==> config.mk <==
export PLATFORM = sky130hd
export DESIGN_NAME = frame_rate_window_stats
export DESIGN_NICKNAME = d
export VERILOG_FILES = /design/src/hdl/frws_pkg.sv /design/src/hdl/frame_rate_window_stats.sv /design/src/hdl/frws_cell.sv /design/src/hdl/frws_div.sv
export SDC_FILE = /design/constraint.sdc
export NUM_CORES = 1
export LEC_CHECK = 0
export ABC_AREA = 0
export ABC_CLOCK_PERIOD_IN_PS = 37800
export BUFFER_PORTS_ARGS = -buffer_cell sky130_fd_sc_hd__buf_2
export CORE_MARGIN = 10
export CORE_UTILIZATION = 48
export CTS_CLUSTER_SIZE = 25
export DETAILED_ROUTE_END_ITERATION = 7
export PLACE_DENSITY = 0.64
export SLEW_MARGIN = 20
export SYNTH_ARGS = -nofsm -noshare
export SYNTH_HDL_FRONTEND = slang
export SYNTH_HIERARCHICAL = 1
export SYNTH_SLANG_ARGS = --single-unit
==> constraint.sdc <==
create_clock -name clk -period 37.8 [get_ports clk]
set_clock_uncertainty 0.15 [all_clocks]
set_input_delay 3.78 -clock clk [delete_from_list [all_inputs] [get_ports clk]]
set_output_delay 3.78 -clock clk [all_outputs]
set_load 0.01 [all_outputs]
==> src/hdl/frws_pkg.sv <==
// Shared widths and constants for the frame rate window statistics block.
// No dependencies; used by frws_div and frame_rate_window_stats.
package frws_pkg;

	// Width of every rate result, of the scale register and of the input field.
	localparam int RATE_W      = 20;
	localparam int IN_W        = 20;
	localparam int ENTRIES_W   = 6;

	localparam logic [RATE_W-1:0] SCALE_RESET = 20'd1000;

endpackage

==> src/hdl/frame_rate_window_stats.sv <==
// Top level of the frame rate window statistics block: duration window as a
// chain of frws_cell, one shared frws_div, control and result registers.
// Depends on frws_pkg, frws_cell and frws_div.
//
//  channel  signals                                   direction  width
//  in       in_valid, in_ready, duration_ms           sink       20
//  out      out_valid, out_ready, current_rate,       source     20/20/20/6
//           min_rate, max_rate, window_entries
//  cfg      cfg_wr_en, cfg_wr_data (rate_scale)       sink       20
//
// The window chain rotates once through all WINDOW cells to find the extremes,
// then the single restoring divider runs three times at one bit per cycle.
// Reset clears the fill count, the control state and the output valid, and
// sets rate_scale to 1000; the stored durations are not cleared.
// A result waiting in the output register does not hold back the next input
// transfer; only a finished result that still finds the register full waits.
module frame_rate_window_stats #(
	parameter int WINDOW        = 60,
	parameter int DURATION_BITS = 20
) (
	input  logic                          clk,
	input  logic                          arst_n,
	input  logic                          in_valid,
	output logic                          in_ready,
	input  logic [frws_pkg::IN_W-1:0]     duration_ms,
	output logic                          out_valid,
	input  logic                          out_ready,
	output logic [frws_pkg::RATE_W-1:0]   current_rate,
	output logic [frws_pkg::RATE_W-1:0]   min_rate,
	output logic [frws_pkg::RATE_W-1:0]   max_rate,
	output logic [frws_pkg::ENTRIES_W-1:0] window_entries,
	input  logic                          cfg_wr_en,
	input  logic [frws_pkg::RATE_W-1:0]   cfg_wr_data
);

	localparam int DUR_W = DURATION_BITS;
	localparam int EXT_W = (DUR_W > frws_pkg::IN_W) ? DUR_W : frws_pkg::IN_W;
	localparam int NUM_W = ((DUR_W > frws_pkg::RATE_W) ? DUR_W : frws_pkg::RATE_W) + 2;
	localparam int DEN_W = DUR_W + 1;
	localparam int CNT_W = $clog2(WINDOW + 1);

	typedef enum logic [2:0] {
		ST_IDLE,
		ST_SCAN,
		ST_DIV_START,
		ST_DIV_WAIT,
		ST_DONE
	} state_t;

	typedef enum logic [1:0] {
		SEL_CUR,
		SEL_MIN,
		SEL_MAX
	} sel_t;

	state_t                      state_q;
	sel_t                        sel_q;
	logic [CNT_W-1:0]            fill_q;
	logic [CNT_W-1:0]            scan_cnt_q;
	logic                        out_valid_q;
	logic [frws_pkg::RATE_W-1:0] rate_scale_q;

	logic [DUR_W-1:0]            cur_q;
	logic [DUR_W-1:0]            largest_q;
	logic [DUR_W-1:0]            smallest_q;
	logic [frws_pkg::RATE_W-1:0] rate_cur_q;
	logic [frws_pkg::RATE_W-1:0] rate_min_q;
	logic [frws_pkg::RATE_W-1:0] rate_max_q;
	logic [frws_pkg::RATE_W-1:0] current_rate_q;
	logic [frws_pkg::RATE_W-1:0] min_rate_q;
	logic [frws_pkg::RATE_W-1:0] max_rate_q;
	logic [CNT_W+frws_pkg::ENTRIES_W-1:0] entries_q;

	logic                        accept;
	logic                        rotate;
	logic                        shift;
	logic [EXT_W-1:0]            d_ext;
	logic [EXT_W-1:0]            dur_max_ext;
	logic [DUR_W-1:0]            d_sat;
	logic [DUR_W-1:0]            cell_out [WINDOW];
	logic [DUR_W-1:0]            tail;
	logic [CNT_W:0]              pos_sum;
	logic                        tail_valid;
	logic                        scan_last;
	logic                        can_emit;
	logic [DUR_W-1:0]            x_sel;
	logic [DUR_W-1:0]            x_clamped;
	logic [NUM_W-1:0]            div_num;
	logic [DEN_W-1:0]            div_den;
	logic                        div_start;
	logic                        div_done;
	logic [frws_pkg::RATE_W-1:0] div_quot;

	assign in_ready = (state_q == ST_IDLE);
	assign accept   = in_valid && in_ready;
	assign rotate   = (state_q == ST_SCAN);
	assign shift    = accept || rotate;

	// Saturate the duration to the stored width.
	assign d_ext       = EXT_W'(duration_ms);
	assign dur_max_ext = EXT_W'({DUR_W{1'b1}});
	assign d_sat       = (d_ext > dur_max_ext) ? {DUR_W{1'b1}} : d_ext[DUR_W-1:0];

	// New durations enter at cell 0 and the oldest falls off the end. During
	// the scan the chain is closed into a ring and makes one full turn.
	assign tail = cell_out[WINDOW-1];

	for (genvar i = 0; i < WINDOW; i++) begin : g_cell
		logic [DUR_W-1:0] cell_in;
		if (i == 0) begin : g_head
			assign cell_in = accept ? d_sat : tail;
		end else begin : g_body
			assign cell_in = cell_out[i-1];
		end
		frws_cell #(
			.DUR_W(DUR_W)
		) u_cell (
			.clk  (clk),
			.shift(shift),
			.din  (cell_in),
			.dout (cell_out[i])
		);
	end

	// At scan step k the tail holds the entry from cell WINDOW-1-k, which is
	// filled when that index is below the fill count.
	assign pos_sum    = {1'b0, scan_cnt_q} + {1'b0, fill_q};
	assign tail_valid = (pos_sum >= (CNT_W+1)'(WINDOW));
	assign scan_last  = (scan_cnt_q == CNT_W'(WINDOW - 1));
	assign can_emit   = !out_valid_q || out_ready;

	always_comb begin
		unique case (sel_q)
			SEL_CUR: x_sel = cur_q;
			SEL_MIN: x_sel = largest_q;
			SEL_MAX: x_sel = smallest_q;
			default: x_sel = cur_q;
		endcase
	end

	// Every divisor is taken as at least one; rate = (2*scale + x) / (2*x).
	assign x_clamped = (x_sel == '0) ? DUR_W'(1) : x_sel;
	assign div_num   = (NUM_W'(rate_scale_q) << 1) + NUM_W'(x_clamped);
	assign div_den   = {x_clamped, 1'b0};
	assign div_start = (state_q == ST_DIV_START);

	frws_div #(
		.NUM_W(NUM_W),
		.DEN_W(DEN_W)
	) u_div (
		.clk   (clk),
		.arst_n(arst_n),
		.start (div_start),
		.num   (div_num),
		.den   (div_den),
		.done  (div_done),
		.quot  (div_quot)
	);

	always_ff @(posedge clk or negedge arst_n) begin
		if (!arst_n) begin
			state_q      <= ST_IDLE;
			sel_q        <= SEL_CUR;
			fill_q       <= '0;
			scan_cnt_q   <= '0;
			out_valid_q  <= 1'b0;
			rate_scale_q <= frws_pkg::SCALE_RESET;
		end else begin
			if (cfg_wr_en) begin
				rate_scale_q <= cfg_wr_data;
			end
			if ((state_q == ST_DONE) && can_emit) begin
				out_valid_q <= 1'b1;
			end else if (out_valid_q && out_ready) begin
				out_valid_q <= 1'b0;
			end
			unique case (state_q)
				ST_IDLE: begin
					if (accept) begin
						if (fill_q != CNT_W'(WINDOW)) begin
							fill_q <= fill_q + 1'b1;
						end
						scan_cnt_q <= '0;
						state_q    <= ST_SCAN;
					end
				end
				ST_SCAN: begin
					scan_cnt_q <= scan_cnt_q + 1'b1;
					if (scan_last) begin
						sel_q   <= SEL_CUR;
						state_q <= ST_DIV_START;
					end
				end
				ST_DIV_START: begin
					state_q <= ST_DIV_WAIT;
				end
				ST_DIV_WAIT: begin
					if (div_done) begin
						unique case (sel_q)
							SEL_CUR: begin
								sel_q   <= SEL_MIN;
								state_q <= ST_DIV_START;
							end
							SEL_MIN: begin
								sel_q   <= SEL_MAX;
								state_q <= ST_DIV_START;
							end
							default: begin
								state_q <= ST_DONE;
							end
						endcase
					end
				end
				ST_DONE: begin
					if (can_emit) begin
						state_q <= ST_IDLE;
					end
				end
				default: begin
					state_q <= ST_IDLE;
				end
			endcase
		end
	end

	always_ff @(posedge clk) begin
		if (accept) begin
			cur_q      <= d_sat;
			largest_q  <= '0;
			smallest_q <= {DUR_W{1'b1}};
		end else if (rotate && tail_valid) begin
			if (tail > largest_q) begin
				largest_q <= tail;
			end
			if (tail < smallest_q) begin
				smallest_q <= tail;
			end
		end
		if ((state_q == ST_DIV_WAIT) && div_done) begin
			unique case (sel_q)
				SEL_CUR: rate_cur_q <= div_quot;
				SEL_MIN: rate_min_q <= div_quot;
				default: rate_max_q <= div_quot;
			endcase
		end
		if ((state_q == ST_DONE) && can_emit) begin
			current_rate_q <= rate_cur_q;
			min_rate_q     <= rate_min_q;
			max_rate_q     <= rate_max_q;
			entries_q      <= (CNT_W+frws_pkg::ENTRIES_W)'(fill_q);
		end
	end

	assign out_valid      = out_valid_q;
	assign current_rate   = current_rate_q;
	assign min_rate       = min_rate_q;
	assign max_rate       = max_rate_q;
	assign window_entries = entries_q[frws_pkg::ENTRIES_W-1:0];

	// The fill count never passes the window depth.
	a_fill_bound: assert property (@(posedge clk) disable iff (!arst_n)
		fill_q <= CNT_W'(WINDOW))
		else $error("fill count beyond window depth");

	// An accepted item keeps the input closed in the next cycle.
	a_busy_after_accept: assert property (@(posedge clk) disable iff (!arst_n)
		accept |=> !in_ready)
		else $error("input reopened straight after a transfer");

	// The divider only finishes while the controller waits for it.
	a_div_done_wait: assert property (@(posedge clk) disable iff (!arst_n)
		div_done |-> (state_q == ST_DIV_WAIT))
		else $error("divider finished outside the wait state");

	// The current duration lies in the window, so its rate lies between the extremes.
	a_rate_order: assert property (@(posedge clk) disable iff (!arst_n)
		out_valid |-> ((min_rate <= current_rate) && (current_rate <= max_rate)))
		else $error("rates out of order");

endmodule

==> src/hdl/frws_cell.sv <==
// One cell of the duration window: a stored duration that moves on to the
// next cell whenever the chain shifts. No package dependencies.
module frws_cell #(
	parameter int DUR_W = 20
) (
	input  logic             clk,
	input  logic             shift,
	input  logic [DUR_W-1:0] din,
	output logic [DUR_W-1:0] dout
);

	logic [DUR_W-1:0] entry_q;

	always_ff @(posedge clk) begin
		if (shift) begin
			entry_q <= din;
		end
	end

	assign dout = entry_q;

endmodule

==> src/hdl/frws_div.sv <==
// Restoring divider giving a RATE_W-bit quotient, one bit per cycle.
// Depends on frws_pkg for RATE_W.
module frws_div #(
	parameter int NUM_W = 22,
	parameter int DEN_W = 21
) (
	input  logic             clk,
	input  logic             arst_n,
	input  logic             start,
	input  logic [NUM_W-1:0] num,
	input  logic [DEN_W-1:0] den,
	output logic             done,
	output logic [frws_pkg::RATE_W-1:0] quot
);

	localparam int CNT_W = $clog2(frws_pkg::RATE_W);

	logic                          busy_q;
	logic                          done_q;
	logic [CNT_W-1:0]              cnt_q;
	logic [DEN_W-1:0]              rem_q;
	logic [DEN_W-1:0]              den_q;
	logic [frws_pkg::RATE_W-1:0]   low_q;
	logic [frws_pkg::RATE_W-1:0]   quot_q;
	logic [NUM_W-1:0]              num_high;
	logic [DEN_W:0]                trial;
	logic                          fits;

	// The quotient is known to fit in RATE_W bits, so the upper numerator
	// bits are already below the divisor and can seed the remainder.
	assign num_high = num >> frws_pkg::RATE_W;
	assign trial    = {rem_q, low_q[frws_pkg::RATE_W-1]};
	assign fits     = (trial >= {1'b0, den_q});

	always_ff @(posedge clk or negedge arst_n) begin
		if (!arst_n) begin
			busy_q <= 1'b0;
			done_q <= 1'b0;
			cnt_q  <= '0;
		end else begin
			done_q <= 1'b0;
			if (start) begin
				busy_q <= 1'b1;
				cnt_q  <= '0;
			end else if (busy_q) begin
				cnt_q <= cnt_q + 1'b1;
				if (cnt_q == CNT_W'(frws_pkg::RATE_W - 1)) begin
					busy_q <= 1'b0;
					done_q <= 1'b1;
				end
			end
		end
	end

	always_ff @(posedge clk) begin
		if (start) begin
			rem_q  <= num_high[DEN_W-1:0];
			den_q  <= den;
			low_q  <= num[frws_pkg::RATE_W-1:0];
			quot_q <= '0;
		end else if (busy_q) begin
			rem_q  <= fits ? DEN_W'(trial - {1'b0, den_q}) : trial[DEN_W-1:0];
			low_q  <= {low_q[frws_pkg::RATE_W-2:0], 1'b0};
			quot_q <= {quot_q[frws_pkg::RATE_W-2:0], fits};
		end
	end

	assign done = done_q;
	assign quot = quot_q;

endmodule
* Word level (Yosys, flattened, before mapping)
Index checks and enable logic that the tools add are counted.
** Storage, ports and cells
- Memories :: 0
- Register bits :: 1512
- Bits in latches :: 0
- Bits in read-only memories :: 0
- Memory bits (writable) :: 0
** Cells by class
- Reductions and logical operators :: 25
- Divide/modulo/power cells :: 0
- Eq/ne operators :: 14
- Muxes and demuxes :: 31
- Add/subtract/negate cells :: 6
- Shift operators :: 0
- $lt $le $gt $ge :: 5
- Bitwise gates (word level) :: 1
- $mul :: 0
** Operators with widths (number)
- $mux 20 :: 5
- $pmux 20 s2 :: 1
- $add 21x20->22 :: 1
- $ge 22x21->1 :: 1
- $mux 21 :: 1
- $sub 21x21->21 :: 1
- $gt 20x20->1 :: 1
- $gt 20x20->1 const B :: 1
- $logic_not 20->1 :: 1
- $lt 20x20->1 :: 1
- $mux 3 :: 5
- $pmux 3 s5 :: 1
- $add 6x1->6 const B :: 2
- $pmux 6 s2 :: 1
- $reduce_and 2->1 :: 6
- $mux 5 :: 2
- $mux 1 :: 8
- $mux 2 :: 4
- $pmux 2 s2 :: 2
- $reduce_and 4->1 :: 2
- $reduce_bool 2->1 :: 4
- $add 6x6->7 :: 1
- $ge 7x6->1 const B :: 1
- $eq 3x2->1 const B :: 2
- 20 further kinds :: 27

* Logic depth before layout (Yosys ltp)
- Depth in word-level cells :: 6
- Mapped depth :: 16

* Cells and area by module
Netlist, hierarchy kept.
** Modules (own cells, without submodules)
- frws_cell :: times used 60, area each 600.6 um^2, cells each 20, seq. area each 600.6 um^2
- frame_rate_window_stats :: times used 1, area each 10503.8 um^2, cells each 906, seq. area each 6143.4 um^2
- frws_div :: times used 1, area each 4554.4 um^2, cells each 424, seq. area each 2247.2 um^2

* Worst setup path after synthesis
OpenSTA, ideal clock, no wires.
- Path type :: in2reg
- Start point :: input port in_valid
- End point :: register g_cell[0].u_cell.entry_q[0], enable pin
- Cell stages on the path :: 5
- Data arrival time :: 27393 ps
- Slack :: 8724 ps
- Path buffers :: 1
- Setup time :: 1533 ps
- Path through :: nand2_1 -> inv_1 -> clkbuf_1 -> nor2_1 -> inv_1
** On the way
- Cells in the longest elaborated chain, start to end :: 2
** Ends and longest elaborated chain
- start, declared :: line frame_rate_window_stats.sv:23 : input logic in_valid,
- $logic_and 1x1->1 :: line frame_rate_window_stats.sv:95 : assign accept = in_valid && in_ready;
- $logic_or 1x1->1 :: line frame_rate_window_stats.sv:97 : assign shift = accept || rotate;
- named net shift :: line frame_rate_window_stats.sv:76 : logic shift;
- end signal, assigned :: line frws_cell.sv:16 : entry_q <= din;
- end, declared :: line frws_cell.sv:12 : logic [DUR_W-1:0] entry_q;
The timed path passes the listed nets, and every way through them passes these cells.
A chain may end at the register's enable or synchronous reset.

* Final worst setup path
- Start point :: input port in_valid
- End point :: register g_cell[35].u_cell.entry_q[10], enable pin
** On the way
- Cells in the longest elaborated chain, start to end :: 2
** Ends and longest elaborated chain (line)
- $logic_and 1x1->1 :: frame_rate_window_stats.sv:95
- $logic_or 1x1->1 :: frame_rate_window_stats.sv:97
- named net shift :: frame_rate_window_stats.sv:76
- end signal, assigned :: frws_cell.sv:16
- end, declared :: frws_cell.sv:12
The timed path passes the listed nets, and every way through them passes these cells.

==> impl_metrics.py <==
metrics = {
    "setup_path": {
        "arrival_ps": 8490,
        "end_kind": "register",
        "cp-start-kind": "input port",
        "crit_required_ps": 38000,
        "cp_top_family": "buffers and inverters",
        "path_common_cell": "buf_4",
        "cp.depth": 9,
        "cp_slowest_stage_delay_ps": 890,
        "crit_type": "input port to register",
        "slowest_stage": "buf_4",
        "crit_fanout": 140,
        "crit_buf_inv": 7,
        "r2r_cells": 9,
        "path_cells": "buf_2 -> nand2_1 -> clkinv_2 -> nor2_1 -> inv_8 -> buf_4 -> buf_4 -> buf_4 -> buf_6",
    },
    "sta": {
        "finalCritPeriodShare": 0.219,
        "setup_tns_ps": 0,
        "fin_ws_ps": 29510,
        "setup_viol": 0,
        "period_needed_ps": 8290,
        "hold_viol_final": 0,
        "maxSlewViolCount": 0,
        "hold_ws_ps": 250,
        "tightest_slew_ps": 1070,
        "fmax_mhz": 121,
        "relSlewSlack": 0.284,
        "rsz0062_at_grt": "no",
    },
    "synthesis": {
        "synth_top_area_frac": 0.816,
        "synth_area_sq_um": 51100,
        "synth_flop_cell": "edfxtp_1",
        "synth_area_leader_cell": "edfxtp_1",
        "synth_warnings": 6,
        "ys_types": 70,
        "synthCells": 2530,
        "async_flop_share": 0.0297,
        "synth_area_leaders": "edfxtp_1 82%, dfxtp_1 3.1%, ha_1 2.3%",
        "syn_area_per_cell_sq_um": 20.2,
        "ys_seq_area_frac": 0.869,
        "synth_edf_count": 1389,
        "syn_nets": 2670,
        "ys_seq_elements": 1513,
    },
    "finish": {
        "finalNonFillerCells": 4257,
        "fin_nets": 2882,
        "area_delta_synth_final_pct": 13.6,
        "fin_util": 0.550,
        "largest_reg_flops": 1200,
        "drive_gt1_frac": 0.145,
    },
    "routing": {
        "dr.pass1.iters": 5,
        "ant_nets": 0,
        "wl_um": 77700,
        "drt_iter0_markers": 1689,
        "drc": 0,
        "vias": 21700,
        "wl_per_cell_um": 18.3,
        "via_per_inst": 5.09,
    },
    "place": {
        "dp_hpwl_um": 43700,
        "finalWeightedCongestion": 0.809,
        "dp.cells": 3982,
        "port_buffers": 112,
        "pre_cts_ws_ps": 28340,
    },
    "power_and_ir_drop": {
        "swShare": 0.251,
        "clockPowerShare": 0.323,
        "max-vdd-ir-drop_v": 0.0000650,
        "seqPwrFrac": 0.554,
        "p_int_mw": 3.27,
        "p_leak_nw": 19.0,
        "switchingPower_mw": 1.09,
        "pwr-share-comb": 0.123,
        "power.density_nw_per_um2": 75.2,
    },
    "clock_tree": {
        "numClockSinks": 1513,
        "cts_root_buf": "clkbuf_16",
        "cts_buffers": 147,
        "cts-htree-levels": 4,
        "cts_tree": "built",
        "ctsHoldBuffers": 0,
        "postCtsSetupBuffers": 0,
        "cts_resized": 0,
        "cts.reportedPaths.clkPinSlew_ps": 60,
        "clock_path_buffers": 3,
        "clkLatencyLatePin_ps": 730,
    },
    "die": {
        "dieArea_sq_um": 120000,
        "fp.coreArea_sq_um": 105000,
        "row_count": 119,
        "io_pins": 113,
        "floorplan.initialDensity": 0.485,
        "die_w_um": 346,
        "fp.dieH_um": 346,
    },
    "global_routing": {
        "track_usage": 0.130,
        "use_met2": 0.185,
        "met1_usage": 0.186,
        "grt_pass1_wl_um": 124000,
        "antenna_found_initial": 18,
        "grt_overflow": 0,
        "use_met3": 0.0405,
        "grt_max_degree": 236,
        "grt_pass1_vias": 21600,
        "grt_busiest_layer": "met1",
    },
    "run": {
        "drv_cap": 0,
    },
    "worst_hold_path": {
        "hold_path.class": "register to register",
        "min_path_cells": 0,
    },
    "status": {
        "status": "completed",
    },
}
layout make-up:
| cell class | count | area (sq um) |
|---|---|---|
| fillers | 7896 | 47400 |
| flip-flops and latches | 1513 | 44400 |
| multi-input cells | 845 | 5950 |
| clock buffers | 190 | 4010 |
| well taps | 1391 | 1740 |
| repair buffers | 135 | 796 |
| clock inverters | 76 | 704 |
| inverters | 100 | 384 |
| diodes | 7 | 17.5 |
cells in the mapped netlist, types with 14 or more instances:
cell type / number
edfxtp_1: 1389
nor2_1: 125
inv_1: 100
a21oi_1: 93
ha_1: 92
dfxtp_1: 79
nand2_1: 73
o21ai_0: 56
mux2i_1: 47
clkbuf_1: 45
mux2_2: 40
dfrtp_1: 39
nand3_1: 37
o21ai_1: 24
xnor2_1: 24
a22oi_1: 21
a21o_1: 19
xor2_1: 17
a211oi_1: 15
buf_1: 14
kinds of logic (layout without fill, tap and decap cells):
| logic type | after synthesis | after routing | share of synthesized area |
|---|---|---|---|
| DFF | 1513 | 1513 | 0.869 |
| and+or+nand+nor | 312 | 312 | 0.0284 |
| AOI/OAI and AO/OA | 309 | 309 | 0.0388 |
| buffers and inverters | 172 | 501 | 0.0144 |
| adders and majority gates | 95 | 95 | 0.0237 |
| muxes | 87 | 87 | 0.0180 |
| xor gates and xnor gates | 41 | 41 | 0.00703 |
| other | 1 | 8 | 0.0000734 |
power by group through the flow:
stage,combinational (mW),sequential [mW],clock [mW]
4_1_cts,0.539,2.43,1.46
3_5_place_dp,0.541,2.45,0
2_1_floorplan,0.415,3.02,0
5_1_grt,0.604,2.45,1.53
3_3_place_gp,0.512,2.44,0
6_report,0.538,2.42,1.41
cell usage in the layout, fill, tap and decap left out, drive strengths merged, types with 7 or more instances in the layout:
cell type and count:
edfxtp 1389, o21ai 81, clkinv 55, buf 135, o211ai 7, diode 7
mux2 40, xor2 17, o31ai 13, mux2i 47, clkbuf 190, ha 92
dfxtp 79, dfrtp 39, nand3 38, nor3 12, nand2b 9, xnor2 24
a22oi 22, a211oi 19, nor4 8, inv 107, a21o 19, nand4 11
nor2 125, a21oi 98, bufinv 10, and4 7, nand2 73
worst reg2reg max path: stages, from the launching register on:
cell and delay (ps):
dfrtp_1 460, nor3_1 280, nand2_1 200, clkinv_2 310
nor2_1 210, inv_8 590, buf_4 810, buf_4 820
buf_4 930, buf_6 760
per-stage QoR:
| stage | total power [mW] | area (sq um) |
|---|---|---|
| global route | 4.58 | 58000 |
| global placement | 2.96 | 53200 |
| CTS | 4.42 | 58000 |
| finish | 4.37 | 58000 |
| floorplan | 3.44 | 51100 |
| detailed placement | 2.99 | 53200 |
routing by layer:
layer  vias to the layer above  part of all wire
met1                     10800              0.47
li1                      10200                 -
met5                         -            0.0013
met2                       539              0.44
met3                       169             0.069
met4                        16             0.026
path summary, 6_finish.rpt:
kind | start | endpoint | slack (ps)
max reg2reg | state_q[2] | g_cell[35].u_cell/dout[10] | 31850
max | in_valid | g_cell[35].u_cell/dout[10] | 29510
max in group asynchronous | arst_n | u_div/busy_q | 34120
min in group asynchronous | arst_n | rate_scale_q[17] | 2930
min | g_cell[6].u_cell/dout[7] | g_cell[7].u_cell/dout[7] | 250
min reg2reg | g_cell[6].u_cell/dout[7] | g_cell[7].u_cell/dout[7] | 250
(Power assumes the default switching activity.)
